## src/hw/rtl/gdc_pkg.sv

```systemverilog
// Shared types, constants and calendar helper functions of the Gregorian date counter.
package gdc_pkg;

	localparam logic [13:0] YEAR_MAX = 14'd9999;

	localparam logic [1:0] OP_FWD  = 2'd0;
	localparam logic [1:0] OP_BACK = 2'd1;
	localparam logic [1:0] OP_LOAD = 2'd2;

	localparam logic [3:0] MONTH_JAN = 4'd1;
	localparam logic [3:0] MONTH_FEB = 4'd2;
	localparam logic [3:0] MONTH_DEC = 4'd12;

	// Multiplicative inverse of 25 modulo 2**14, and the largest product
	// that marks a multiple of 25 (floor((2**14 - 1) / 25)).
	localparam logic [27:0] INV25      = 28'd7209;
	localparam logic [13:0] DIV25_MAX  = 14'd655;
	// 586 / 4096 slightly above 1/7; exact floor for dividends up to 372.
	localparam logic [19:0] RECIP7     = 20'd586;

	typedef struct packed {
		logic [1:0]  opcode;
		logic [4:0]  load_day;
		logic [3:0]  load_month;
		logic [13:0] load_year;
	} req_t;

	typedef struct packed {
		logic [4:0]  day_of_month;
		logic [3:0]  month_number;
		logic [13:0] year_number;
		logic        leap_flag;
		logic [8:0]  day_of_year;
		logic [5:0]  week_of_year;
		logic        error_flag;
	} rsp_t;

	typedef struct packed {
		logic [4:0]  day;
		logic [3:0]  month;
		logic [13:0] year;
		logic [8:0]  ordinal;
		logic        leap;
	} date_t;

	localparam date_t DATE_RESET = '{day: 5'd1, month: 4'd7, year: 14'd2004,
		ordinal: 9'd183, leap: 1'b1};

	// A year is a multiple of 100 when it is a multiple of 4 and of 25,
	// and a multiple of 400 when it is a multiple of 16 and of 25.
	function automatic logic is_leap(input logic [13:0] y);
		logic [27:0] prod;
		logic        div4;
		logic        div16;
		logic        div25;
		prod  = {14'd0, y} * INV25;
		div4  = (y[1:0] == 2'd0);
		div16 = (y[3:0] == 4'd0);
		div25 = (prod[13:0] <= DIV25_MAX);
		return div4 && (!div25 || div16);
	endfunction

	function automatic logic [4:0] days_in(input logic [3:0] m, input logic leap);
		logic [4:0] d;
		unique case (m)
			4'd1, 4'd3, 4'd5, 4'd7, 4'd8, 4'd10, 4'd12: d = 5'd31;
			4'd4, 4'd6, 4'd9, 4'd11:                     d = 5'd30;
			4'd2:                                        d = leap ? 5'd29 : 5'd28;
			default:                                     d = 5'd0;
		endcase
		return d;
	endfunction

	function automatic logic [8:0] days_before(input logic [3:0] m);
		logic [8:0] d;
		unique case (m)
			4'd1:    d = 9'd0;
			4'd2:    d = 9'd31;
			4'd3:    d = 9'd59;
			4'd4:    d = 9'd90;
			4'd5:    d = 9'd120;
			4'd6:    d = 9'd151;
			4'd7:    d = 9'd181;
			4'd8:    d = 9'd212;
			4'd9:    d = 9'd243;
			4'd10:   d = 9'd273;
			4'd11:   d = 9'd304;
			4'd12:   d = 9'd334;
			default: d = 9'd0;
		endcase
		return d;
	endfunction

	// Ceiling of ordinal / 7 as floor((ordinal + 6) * 586 / 4096).
	function automatic logic [5:0] week_of(input logic [8:0] ord);
		logic [19:0] prod;
		prod = ({11'd0, ord} + 20'd6) * RECIP7;
		return prod[17:12];
	endfunction

endpackage

```

## src/hw/rtl/gdc_step.sv

```systemverilog
// Next-date logic: applies one command to the held date and flags refused commands.
module gdc_step import gdc_pkg::*; (
	input  date_t cur,
	input  req_t  req,
	output date_t nxt,
	output logic  err
);

	logic [4:0]  cur_dim;
	logic [4:0]  prev_dim;
	logic [3:0]  prev_month;
	logic        up_leap;
	logic        down_leap;
	logic        ld_leap;
	logic [4:0]  ld_dim;
	logic        ld_ok;
	logic [8:0]  ld_ord;

	assign cur_dim    = days_in(cur.month, cur.leap);
	assign prev_month = cur.month - 4'd1;
	assign prev_dim   = days_in(prev_month, cur.leap);
	assign up_leap    = is_leap(cur.year + 14'd1);
	assign down_leap  = is_leap(cur.year - 14'd1);

	assign ld_leap = is_leap(req.load_year);
	assign ld_dim  = days_in(req.load_month, ld_leap);
	assign ld_ok   = (req.load_month >= MONTH_JAN) && (req.load_month <= MONTH_DEC)
		&& (req.load_year != 14'd0) && (req.load_year <= YEAR_MAX)
		&& (req.load_day != 5'd0) && (req.load_day <= ld_dim);
	assign ld_ord  = days_before(req.load_month) + {4'd0, req.load_day}
		+ {8'd0, (req.load_month > MONTH_FEB) && ld_leap};

	always_comb begin
		nxt = cur;
		err = 1'b0;
		unique case (req.opcode)
			OP_FWD: begin
				if (cur.day < cur_dim) begin
					nxt.day     = cur.day + 5'd1;
					nxt.ordinal = cur.ordinal + 9'd1;
				end else if (cur.month < MONTH_DEC) begin
					nxt.day     = 5'd1;
					nxt.month   = cur.month + 4'd1;
					nxt.ordinal = cur.ordinal + 9'd1;
				end else if (cur.year < YEAR_MAX) begin
					nxt.day     = 5'd1;
					nxt.month   = MONTH_JAN;
					nxt.year    = cur.year + 14'd1;
					nxt.ordinal = 9'd1;
					nxt.leap    = up_leap;
				end else begin
					err = 1'b1;
				end
			end
			OP_BACK: begin
				if (cur.day > 5'd1) begin
					nxt.day     = cur.day - 5'd1;
					nxt.ordinal = cur.ordinal - 9'd1;
				end else if (cur.month > MONTH_JAN) begin
					nxt.month   = prev_month;
					nxt.day     = prev_dim;
					nxt.ordinal = cur.ordinal - 9'd1;
				end else if (cur.year > 14'd1) begin
					nxt.year    = cur.year - 14'd1;
					nxt.month   = MONTH_DEC;
					nxt.day     = 5'd31;
					nxt.ordinal = down_leap ? 9'd366 : 9'd365;
					nxt.leap    = down_leap;
				end else begin
					err = 1'b1;
				end
			end
			OP_LOAD: begin
				if (ld_ok) begin
					nxt.day     = req.load_day;
					nxt.month   = req.load_month;
					nxt.year    = req.load_year;
					nxt.ordinal = ld_ord;
					nxt.leap    = ld_leap;
				end else begin
					err = 1'b1;
				end
			end
			default: begin
				err = 1'b1;
			end
		endcase
	end

endmodule

```

## src/hw/rtl/gregorian_date_counter.sv

```systemverilog
// Top level of the Gregorian date counter: request register, date state and result register.
//
//   channel | direction | handshake             | payload
//   --------+-----------+-----------------------+-------------------------------
//   req     | in        | req_valid / req_stall | req_t: opcode, load date
//   rsp     | out       | rsp_valid / rsp_stall | rsp_t: date, leap, ordinal, week
//
// One request is taken per cycle while req_stall is low. An accepted request
// sits in the request register, where the step logic applies it to the held
// date; the edge that moves it on writes the new date and the result register
// together, so a result reaches rsp through the request register and the
// result register. The date update is one pass of short logic (three constant
// multiplies for the leap test, one for the week) and feeds back on itself,
// so a new request can be applied as soon as the last one moves on.
// Reset sets the date to 1 July 2004 and empties both registers.
// A stall on rsp holds the result and, once the request register is also full,
// stalls req in the same cycle.
module gregorian_date_counter import gdc_pkg::*; (
	input  logic clk,
	input  logic arst_n,
	input  logic req_valid,
	output logic req_stall,
	input  req_t req,
	output logic rsp_valid,
	input  logic rsp_stall,
	output rsp_t rsp
);

	logic  valid_s1;
	req_t  req_s1;
	date_t date_q;
	date_t date_nxt;
	logic  step_err;
	logic  advance;
	logic  rsp_valid_q;
	rsp_t  rsp_q;

	// The held request moves on whenever the result register is free or
	// being emptied in this same cycle.
	assign advance   = valid_s1 && (!rsp_valid_q || !rsp_stall);
	assign req_stall = valid_s1 && !advance;

	always_ff @(posedge clk or negedge arst_n) begin
		if (!arst_n) begin
			valid_s1 <= 1'b0;
		end else if (req_valid && !req_stall) begin
			valid_s1 <= 1'b1;
		end else if (advance) begin
			valid_s1 <= 1'b0;
		end
	end

	always_ff @(posedge clk) begin
		if (req_valid && !req_stall) begin
			req_s1 <= req;
		end
	end

	gdc_step u_step (
		.cur (date_q),
		.req (req_s1),
		.nxt (date_nxt),
		.err (step_err)
	);

	// The held date only changes when a request is applied; a refused
	// request leaves it as it was since the step logic then returns it unchanged.
	always_ff @(posedge clk or negedge arst_n) begin
		if (!arst_n) begin
			date_q <= DATE_RESET;
		end else if (advance) begin
			date_q <= date_nxt;
		end
	end

	always_ff @(posedge clk or negedge arst_n) begin
		if (!arst_n) begin
			rsp_valid_q <= 1'b0;
		end else if (advance) begin
			rsp_valid_q <= 1'b1;
		end else if (!rsp_stall) begin
			rsp_valid_q <= 1'b0;
		end
	end

	always_ff @(posedge clk) begin
		if (advance) begin
			rsp_q.day_of_month <= date_nxt.day;
			rsp_q.month_number <= date_nxt.month;
			rsp_q.year_number  <= date_nxt.year;
			rsp_q.leap_flag    <= date_nxt.leap;
			rsp_q.day_of_year  <= date_nxt.ordinal;
			rsp_q.week_of_year <= week_of(date_nxt.ordinal);
			rsp_q.error_flag   <= step_err;
		end
	end

	assign rsp_valid = rsp_valid_q;
	assign rsp       = rsp_q;

	// The stored leap bit always matches the stored year.
	assert property (@(posedge clk) disable iff (!arst_n)
		date_q.leap == is_leap(date_q.year))
		else $error("stored leap bit disagrees with stored year");

	// A refused request must leave the date untouched.
	assert property (@(posedge clk) disable iff (!arst_n)
		advance && step_err |=> $stable(date_q))
		else $error("refused request changed the date");

	// Every applied request shows up as a result in the next cycle.
	assert property (@(posedge clk) disable iff (!arst_n)
		advance |=> rsp_valid && (rsp.day_of_year == date_q.ordinal))
		else $error("result missing or not matching the held date");

	// The held ordinal stays consistent with day and month.
	assert property (@(posedge clk) disable iff (!arst_n)
		date_q.ordinal == days_before(date_q.month) + {4'd0, date_q.day}
			+ {8'd0, (date_q.month > MONTH_FEB) && date_q.leap})
		else $error("ordinal out of step with day and month");

endmodule

```

## config.mk

```make
export PLATFORM = sky130hd
export DESIGN_NAME = gregorian_date_counter
export DESIGN_NICKNAME = d
export VERILOG_FILES = /design/src/hw/rtl/gdc_pkg.sv /design/src/hw/rtl/gdc_step.sv /design/src/hw/rtl/gregorian_date_counter.sv
export SDC_FILE = /design/constraint.sdc
export NUM_CORES = 1
export LEC_CHECK = 0
export ABC_CLOCK_PERIOD_IN_PS = 11400
export BUFFER_PORTS_ARGS = -buffer_cell sky130_fd_sc_hd__buf_2
export CORE_MARGIN = 2
export CORE_UTILIZATION = 30
export DETAILED_ROUTE_END_ITERATION = 8
export GPL_TIMING_DRIVEN = 1
export PLACE_DENSITY = 0.46
export SLEW_MARGIN = 5
export SYNTH_ARGS = -nofsm -noshare
export SYNTH_HDL_FRONTEND = slang
export SYNTH_SLANG_ARGS = --single-unit
```

## constraint.sdc

```tcl
create_clock -name clk -period 11.4 [get_ports clk]
set_clock_uncertainty 0.2 [all_clocks]
set_input_delay 1.14 -clock clk [delete_from_list [all_inputs] [get_ports clk]]
set_output_delay 1.14 -clock clk [all_outputs]
set_load 0.01 [all_outputs]
```

==> impl_metrics.csv, run 1 <==
group,metric,value,unit
clock_tree,cts.clk_slew.worst_paths,0.08,ns
hold_path,hold_depth,1,
sta,hold_viol,0,
critical_path,crit_required,11.33,ns
synthesis,yosysUniqueCellTypes,84,
floorplan,die_area,0.0407,sq mm
global_route,first_global_vias,9292,
detailed_routing,wl_per_cell,17.7,um
global_route,overflow,0,
sta,drv_slew,0,
floorplan,rows,72,
floorplan,coreArea,0.0386,sq mm
clock_tree,insertion_delay,0.39,ns
critical_path,cp-start-kind,"register",
sta,max_freq,96.1,MHz
finish,antenna_cells,0,
synthesis,synth-async-reset-ratio,0.321,
placement,globalplace.congestion,0.935,
outcome,status,"complete, no violations",
sta,rsz0062_at_grt,"no",
critical_path,crit_arrival,10.34,ns
global_route,antenna_found_initial,0,
clock_tree,cts_tree,"built",
synthesis,synth.largest_area_cell,"ha_1",
synthesis,ys_ff_latch,109,
critical_path,end_kind,"register",
clock_tree,numClockSinks,109,
detailed_routing,via_per_inst,5.06,
sta,setup_viol,0,
global_route,grt_max_degree,65,
sta,max_slew_margin,0.312,
critical_path,path_max_fanout,9,
synthesis,syn_area,0.0117,sq mm
clock_tree,htreeDepth,3,
detailed_routing,ant_nets,0,
clock_tree,clockBufferDepth,2,
clock_tree,cts_buffers,9,
synthesis,synth_edf_count,65,
critical_path,slowest_delay,0.57,ns
finish,layout-area-overhead-vs-synth,10.0,%
sta,worstMarginPinSlew,1.03,ns
finish,nets,1574,
detailed_routing,drtIter0Drc,513,
synthesis,synth_common_cells,"ha_1, inv_1, nand2_1",
synthesis,post-synth-top-count-cell,"ha_1",
critical_path,worstSetupPathType,"reg2reg",
clock_tree,hold_buffers,0,
floorplan,fp.dieW,202,um
sta,setup_tns,0,ns
detailed_routing,firstDrtPassIters,5,
critical_path,critPathSlowestCell,"edfxtp_1",
detailed_routing,wl_met3,1550,um
synthesis,synth.area.top_cells,"ha_1, edfxtp_1, fa_1",
floorplan,start_util,0.304,
synthesis,synth_area_per_cell,9.29,sq um
detailed_routing,vias,9266,
synthesis,synthesis.instances,1261,
critical_path,cpMostUsedCell,"ha_1",
detailed_routing,wl_met2,14600,um
floorplan,die_h,202,um
synthesis,synthFlopType,"edfxtp_1",
synthesis,synth_top_area_share,0.208,
critical_path,rr_worst_depth,39,
hold_path,hp-class,"reg2reg",
global_route,grt_pass1_wl,51900,um
detailed_routing,drc,0,
finish,drive_above_1_share,0.122,
synthesis,ys_warn_count,0,
placement,post-dp-hpwl,25500,um
synthesis,synthesis.nets,1527,
sta,post-route-period-util,0.913,
synthesis,yosysSeqAreaShare,0.259,
detailed_routing,route.top_layer_used,"met4",
placement,portBuffers,70,
run,drv_cap,0,
detailed_routing,drt-total-wl,32400,um
detailed_routing,wl_met1,15400,um
sta,final.min_clock_period,10.41,ns
floorplan,io_pins,71,
clock_tree,cts_root_buffer,"clkbuf_16",
global_route,grt_usage,0.163,
[worst max-delay path, delay by kind of cell, from the launching register on]
| kind | cells | cell delay, ns |
|---|---|---|
| AOI/OAI and AO/OA | 14 | 2.46 |
| xor gates and xnor gates | 7 | 1.46 |
| adders and majority gates | 11 | 4.10 |
| buffers and inverters | 4 | 0.38 |
| DFF | 1 | 0.57 |
| and+or+nand+nor | 3 | 0.96 |
[state kept, by name, summed over array words and instances, names as in the netlist, named ones only]
name,flops
valid_s1,1
rsp,40
rsp_valid,1
date_q,33
req_s1,25
[per-stage QoR]
| stage | std cells | utilization | worst slack, ns | instance area (sq um) | hold slack (ns) |
|---|---|---|---|---|---|
| after global placement | 1815 | 0.327 | 0.925 | 12600 | 0.280 |
| final | 1831 | 0.334 | 0.993 | 12900 | 0.297 |
| after global routing | 1831 | 0.334 | 0.197 | 12900 | 0.327 |
| after detailed placement | 1815 | 0.327 | 0.791 | 12600 | 0.287 |
| after floorplan | 1261 | - | 1.95 | 11700 | 0.249 |
| after CTS | 1831 | 0.334 | 0.741 | 12900 | 0.297 |
[final timing paths]
path                                      startpoint               endpoint  slack (ns)
worst min register to register  valid_s1$_DFFE_PN0P_  rsp_valid$_DFFE_PN0P_        0.30
worst max register to register   req_s1[1]$_DFFE_PP_       rsp[6]$_DFFE_PP_        0.99
min in group asynchronous                     arst_n  date_q[9]$_DFFE_PN0P_        0.70
worst min-delay path            valid_s1$_DFFE_PN0P_  rsp_valid$_DFFE_PN0P_        0.30
max in group asynchronous                     arst_n   valid_s1$_DFFE_PN0P_        9.69
worst max-delay path             req_s1[1]$_DFFE_PP_       rsp[6]$_DFFE_PP_        0.99
[placed cells by master, fill, tap and decap left out, drive strengths merged, types with 8 or more instances in the layout]
cell    Yosys  layout
fa         42      42
a211oi     12      12
buf         9      80
nand2b     10      10
a21o       16      16
nand2      76      76
a31oi      16      16
and2        8       8
nor2       75      75
nor3       20      20
o31ai      12      12
inv       167     169
edfxtp     65      65
o21ai      71      71
dfrtp      17      17
nand3      29      29
clkbuf     35       9
dfstp      18      18
or2         9       9
mux2       19      19
a21oi      67      67
o21bai     10      10
xnor2      74      74
xor2       24      24
ha        195     195
dfxtp       9       9
mux2i       8       8
and3       13      13
nor2b       9       9
nor4       13      13
o211ai     12      12
[metal layers]
layer / vias up / track usage
met5: - / 0
met4: 0 / 0.0549
met3: 46 / 0.0246
met2: 232 / 0.264
met1: 4413 / 0.221
li1: 4575 / -
[repair_timing]
action,in CTS,in global routing
resized for setup,0,2
endpoints found under the setup margin,0,2
setup buffers,0,0
[cell families after synthesis]
family / count (synthesis) / synth area share
AND/OR/NAND/NOR: 291 / 0.123
adder cells (fa/ha/maj): 237 / 0.280
multiplexers: 27 / 0.0251
buffers and inverters: 212 / 0.0702
flip-flops: 109 / 0.259
AO/OA/AOI/OAI: 284 / 0.164
XOR/XNOR: 101 / 0.0791
[layout make-up]
type                            instances  area, sq um
Multi-Input combinational cell        940         7870
Fill cell                            4128        25700
Tap cell                              518          648
Sequential cell                       109         3030
Timing Repair Buffer                   80          425
Clock inverter                          7         58.8
Inverter                              168          631
Clock buffer                            9          225
Power of run 1 is left out: the tool's default activity adds up to more than one toggle a clock period on the data nets, which glitch-free logic cannot reach.
==> run 2: changes to the inputs <==
CORE_MARGIN = unset   (was 2)
==> run 2 against run 1 <==
Cell count did not move; worst setup slack got worse by 0.042 ns; routed wire length fell by 1.4%; register-to-register slack got worse by 0.04 ns; final area barely moved; worst hold slack improved by 0.0074 ns; sequential cell count did not move; first-iteration DRC count is 0.58% lower.
==> impl_metrics.csv, run 2 (same netlist as run 1, synthesis figures left out) <==
group,metric,value,unit
critical_path,worstSetupPathType,"reg2reg",
floorplan,io_pins,71,
global_route,overflow,0,
floorplan,start_util,0.304,
outcome,status,"complete, no violations",
floorplan,die_area,0.0398,sq mm
global_route,grt_usage,0.171,
finish,most-common-layout-cells,"ha_1, inv_1, nand2_1",
finish,nets,1574,
global_route,busiest_layer,"met2",
global_route,grtUsageMet3,0.0282,
run,drv_cap,0,
placement,post-dp-hpwl,25000,um
finish,final_common_cell,"ha_1",
sta,post-route-period-util,0.917,
global_route,use_met1,0.233,
critical_path,cpMostUsedCell,"ha_1",
critical_path,critPathSlowestCell,"fa_1",
sta,hold_viol,0,
sta,drv_slew,0,
finish,drive_above_1_share,0.121,
floorplan,coreArea,0.0386,sq mm
clock_tree,numClockSinks,109,
sta,worstMarginPinSlew,1.11,ns
detailed_routing,ant_nets,0,
sta,holdWs,0.305,ns
global_route,antenna_found_initial,0,
placement,portBuffers,70,
floorplan,fp.dieW,200,um
clock_tree,cts_root_buffer,"clkbuf_16",
clock_tree,cts_setup_buffers,0,
finish,utilization,0.334,
detailed_routing,drt-total-wl,31900,um
floorplan,rows,72,
clock_tree,hold_buffers,0,
detailed_routing,firstDrtPassIters,5,
global_route,grt_pass1_wl,51900,um
global_route,grtUsageMet2,0.271,
clock_tree,cts_tree,"built",
detailed_routing,drc,0,
critical_path,crit_arrival,10.39,ns
critical_path,path_max_fanout,9,
detailed_routing,via_per_inst,5.03,
clock_tree,cts-resized-gates,0,
finish,largest_reg_flops,40,
critical_path,cp-start-kind,"register",
global_route,grt_max_degree,74,
clock_tree,htreeDepth,3,
placement,globalplace.congestion,0.878,
hold_path,hp-class,"reg2reg",
global_route,first_global_vias,9343,
critical_path,crit_required,11.34,ns
sta,max_freq,95.7,MHz
floorplan,die_h,200,um
clock_tree,cts_buffers,9,
finish,antenna_cells,0,
sta,max_slew_margin,0.241,
detailed_routing,wl_per_cell,17.4,um
finish,fillers,4050,
clock_tree,cts.clk_slew.worst_paths,0.08,ns
sta,setup_tns,0,ns
detailed_routing,drtIter0Drc,510,
clock_tree,clockBufferDepth,2,
detailed_routing,vias,9216,
clock_tree,insertion_delay,0.41,ns
finish,layout-area-overhead-vs-synth,10.0,%
critical_path,slowest_delay,0.54,ns
critical_path,end_kind,"register",
sta,setup_viol,0,
sta,final.min_clock_period,10.45,ns
sta,rsz0062_at_grt,"no",
## run 2: cell count changes in the layout (fill, tap and decap cells not counted)
cell	before	now
clkinv_2	1	0
nand2_1	75	76
clkinvlp_4	1	2
inv_8	1	0
nand2_2	1	0
inv_6	1	2
## run 2: area by class of cell
class	count	area (sq um)	area share
clock inverters	7	58.8	0.00456
inverters	168	631	0.0489
flip-flops and latches	109	3030	0.235
multi-input cells	940	7870	0.611
clock buffers	9	225	0.0175
repair buffers	80	425	0.0330
well taps	518	648	0.0503
## run 2: layer usage
layer,share of wire,vias up
met5,0,-
met4,0.025,0
met3,0.039,45
met2,0.45,205
met1,0.49,4409
li1,-,4557
## run 2: stage by stage
stage	setup WS [ns]	cells	cell area [sq um]
after floorplan	1.95	1261	11700
after global placement	1.04	1815	12600
after detailed placement	0.793	1815	12600
after CTS	0.768	1831	12900
after global routing	0.0128	1831	12900
final	0.951	1831	12900
## run 2: worst paths after layout
kind / slack, ns / end / cells after the start / from
worst max register to register: 0.95 / rsp[6]$_DFFE_PP_ / 43 / req_s1[3]$_DFFE_PP_
worst min-delay path: 0.30 / rsp_valid$_DFFE_PN0P_ / 1 / valid_s1$_DFFE_PN0P_
min in group asynchronous: 0.67 / date_q[21]$_DFFE_PN0P_ / 1 / arst_n
worst min register to register: 0.30 / rsp_valid$_DFFE_PN0P_ / 1 / valid_s1$_DFFE_PN0P_
worst max-delay path: 0.95 / rsp[6]$_DFFE_PP_ / 43 / req_s1[3]$_DFFE_PP_
max in group asynchronous: 9.73 / rsp_valid$_DFFE_PN0P_ / 1 / arst_n
## run 2: worst max-delay path: cells and delay by family (launching register included)
kind / cells / cell delay, ns
adder cells (fa/ha/maj): 12 / 4.18
AO/OA/AOI/OAI: 16 / 3.06
AND/OR/NAND/NOR: 7 / 1.13
XOR/XNOR: 3 / 0.81
flip-flops: 1 / 0.53
buffers and inverters: 5 / 0.30
Power of run 2 is left out for the same reason.
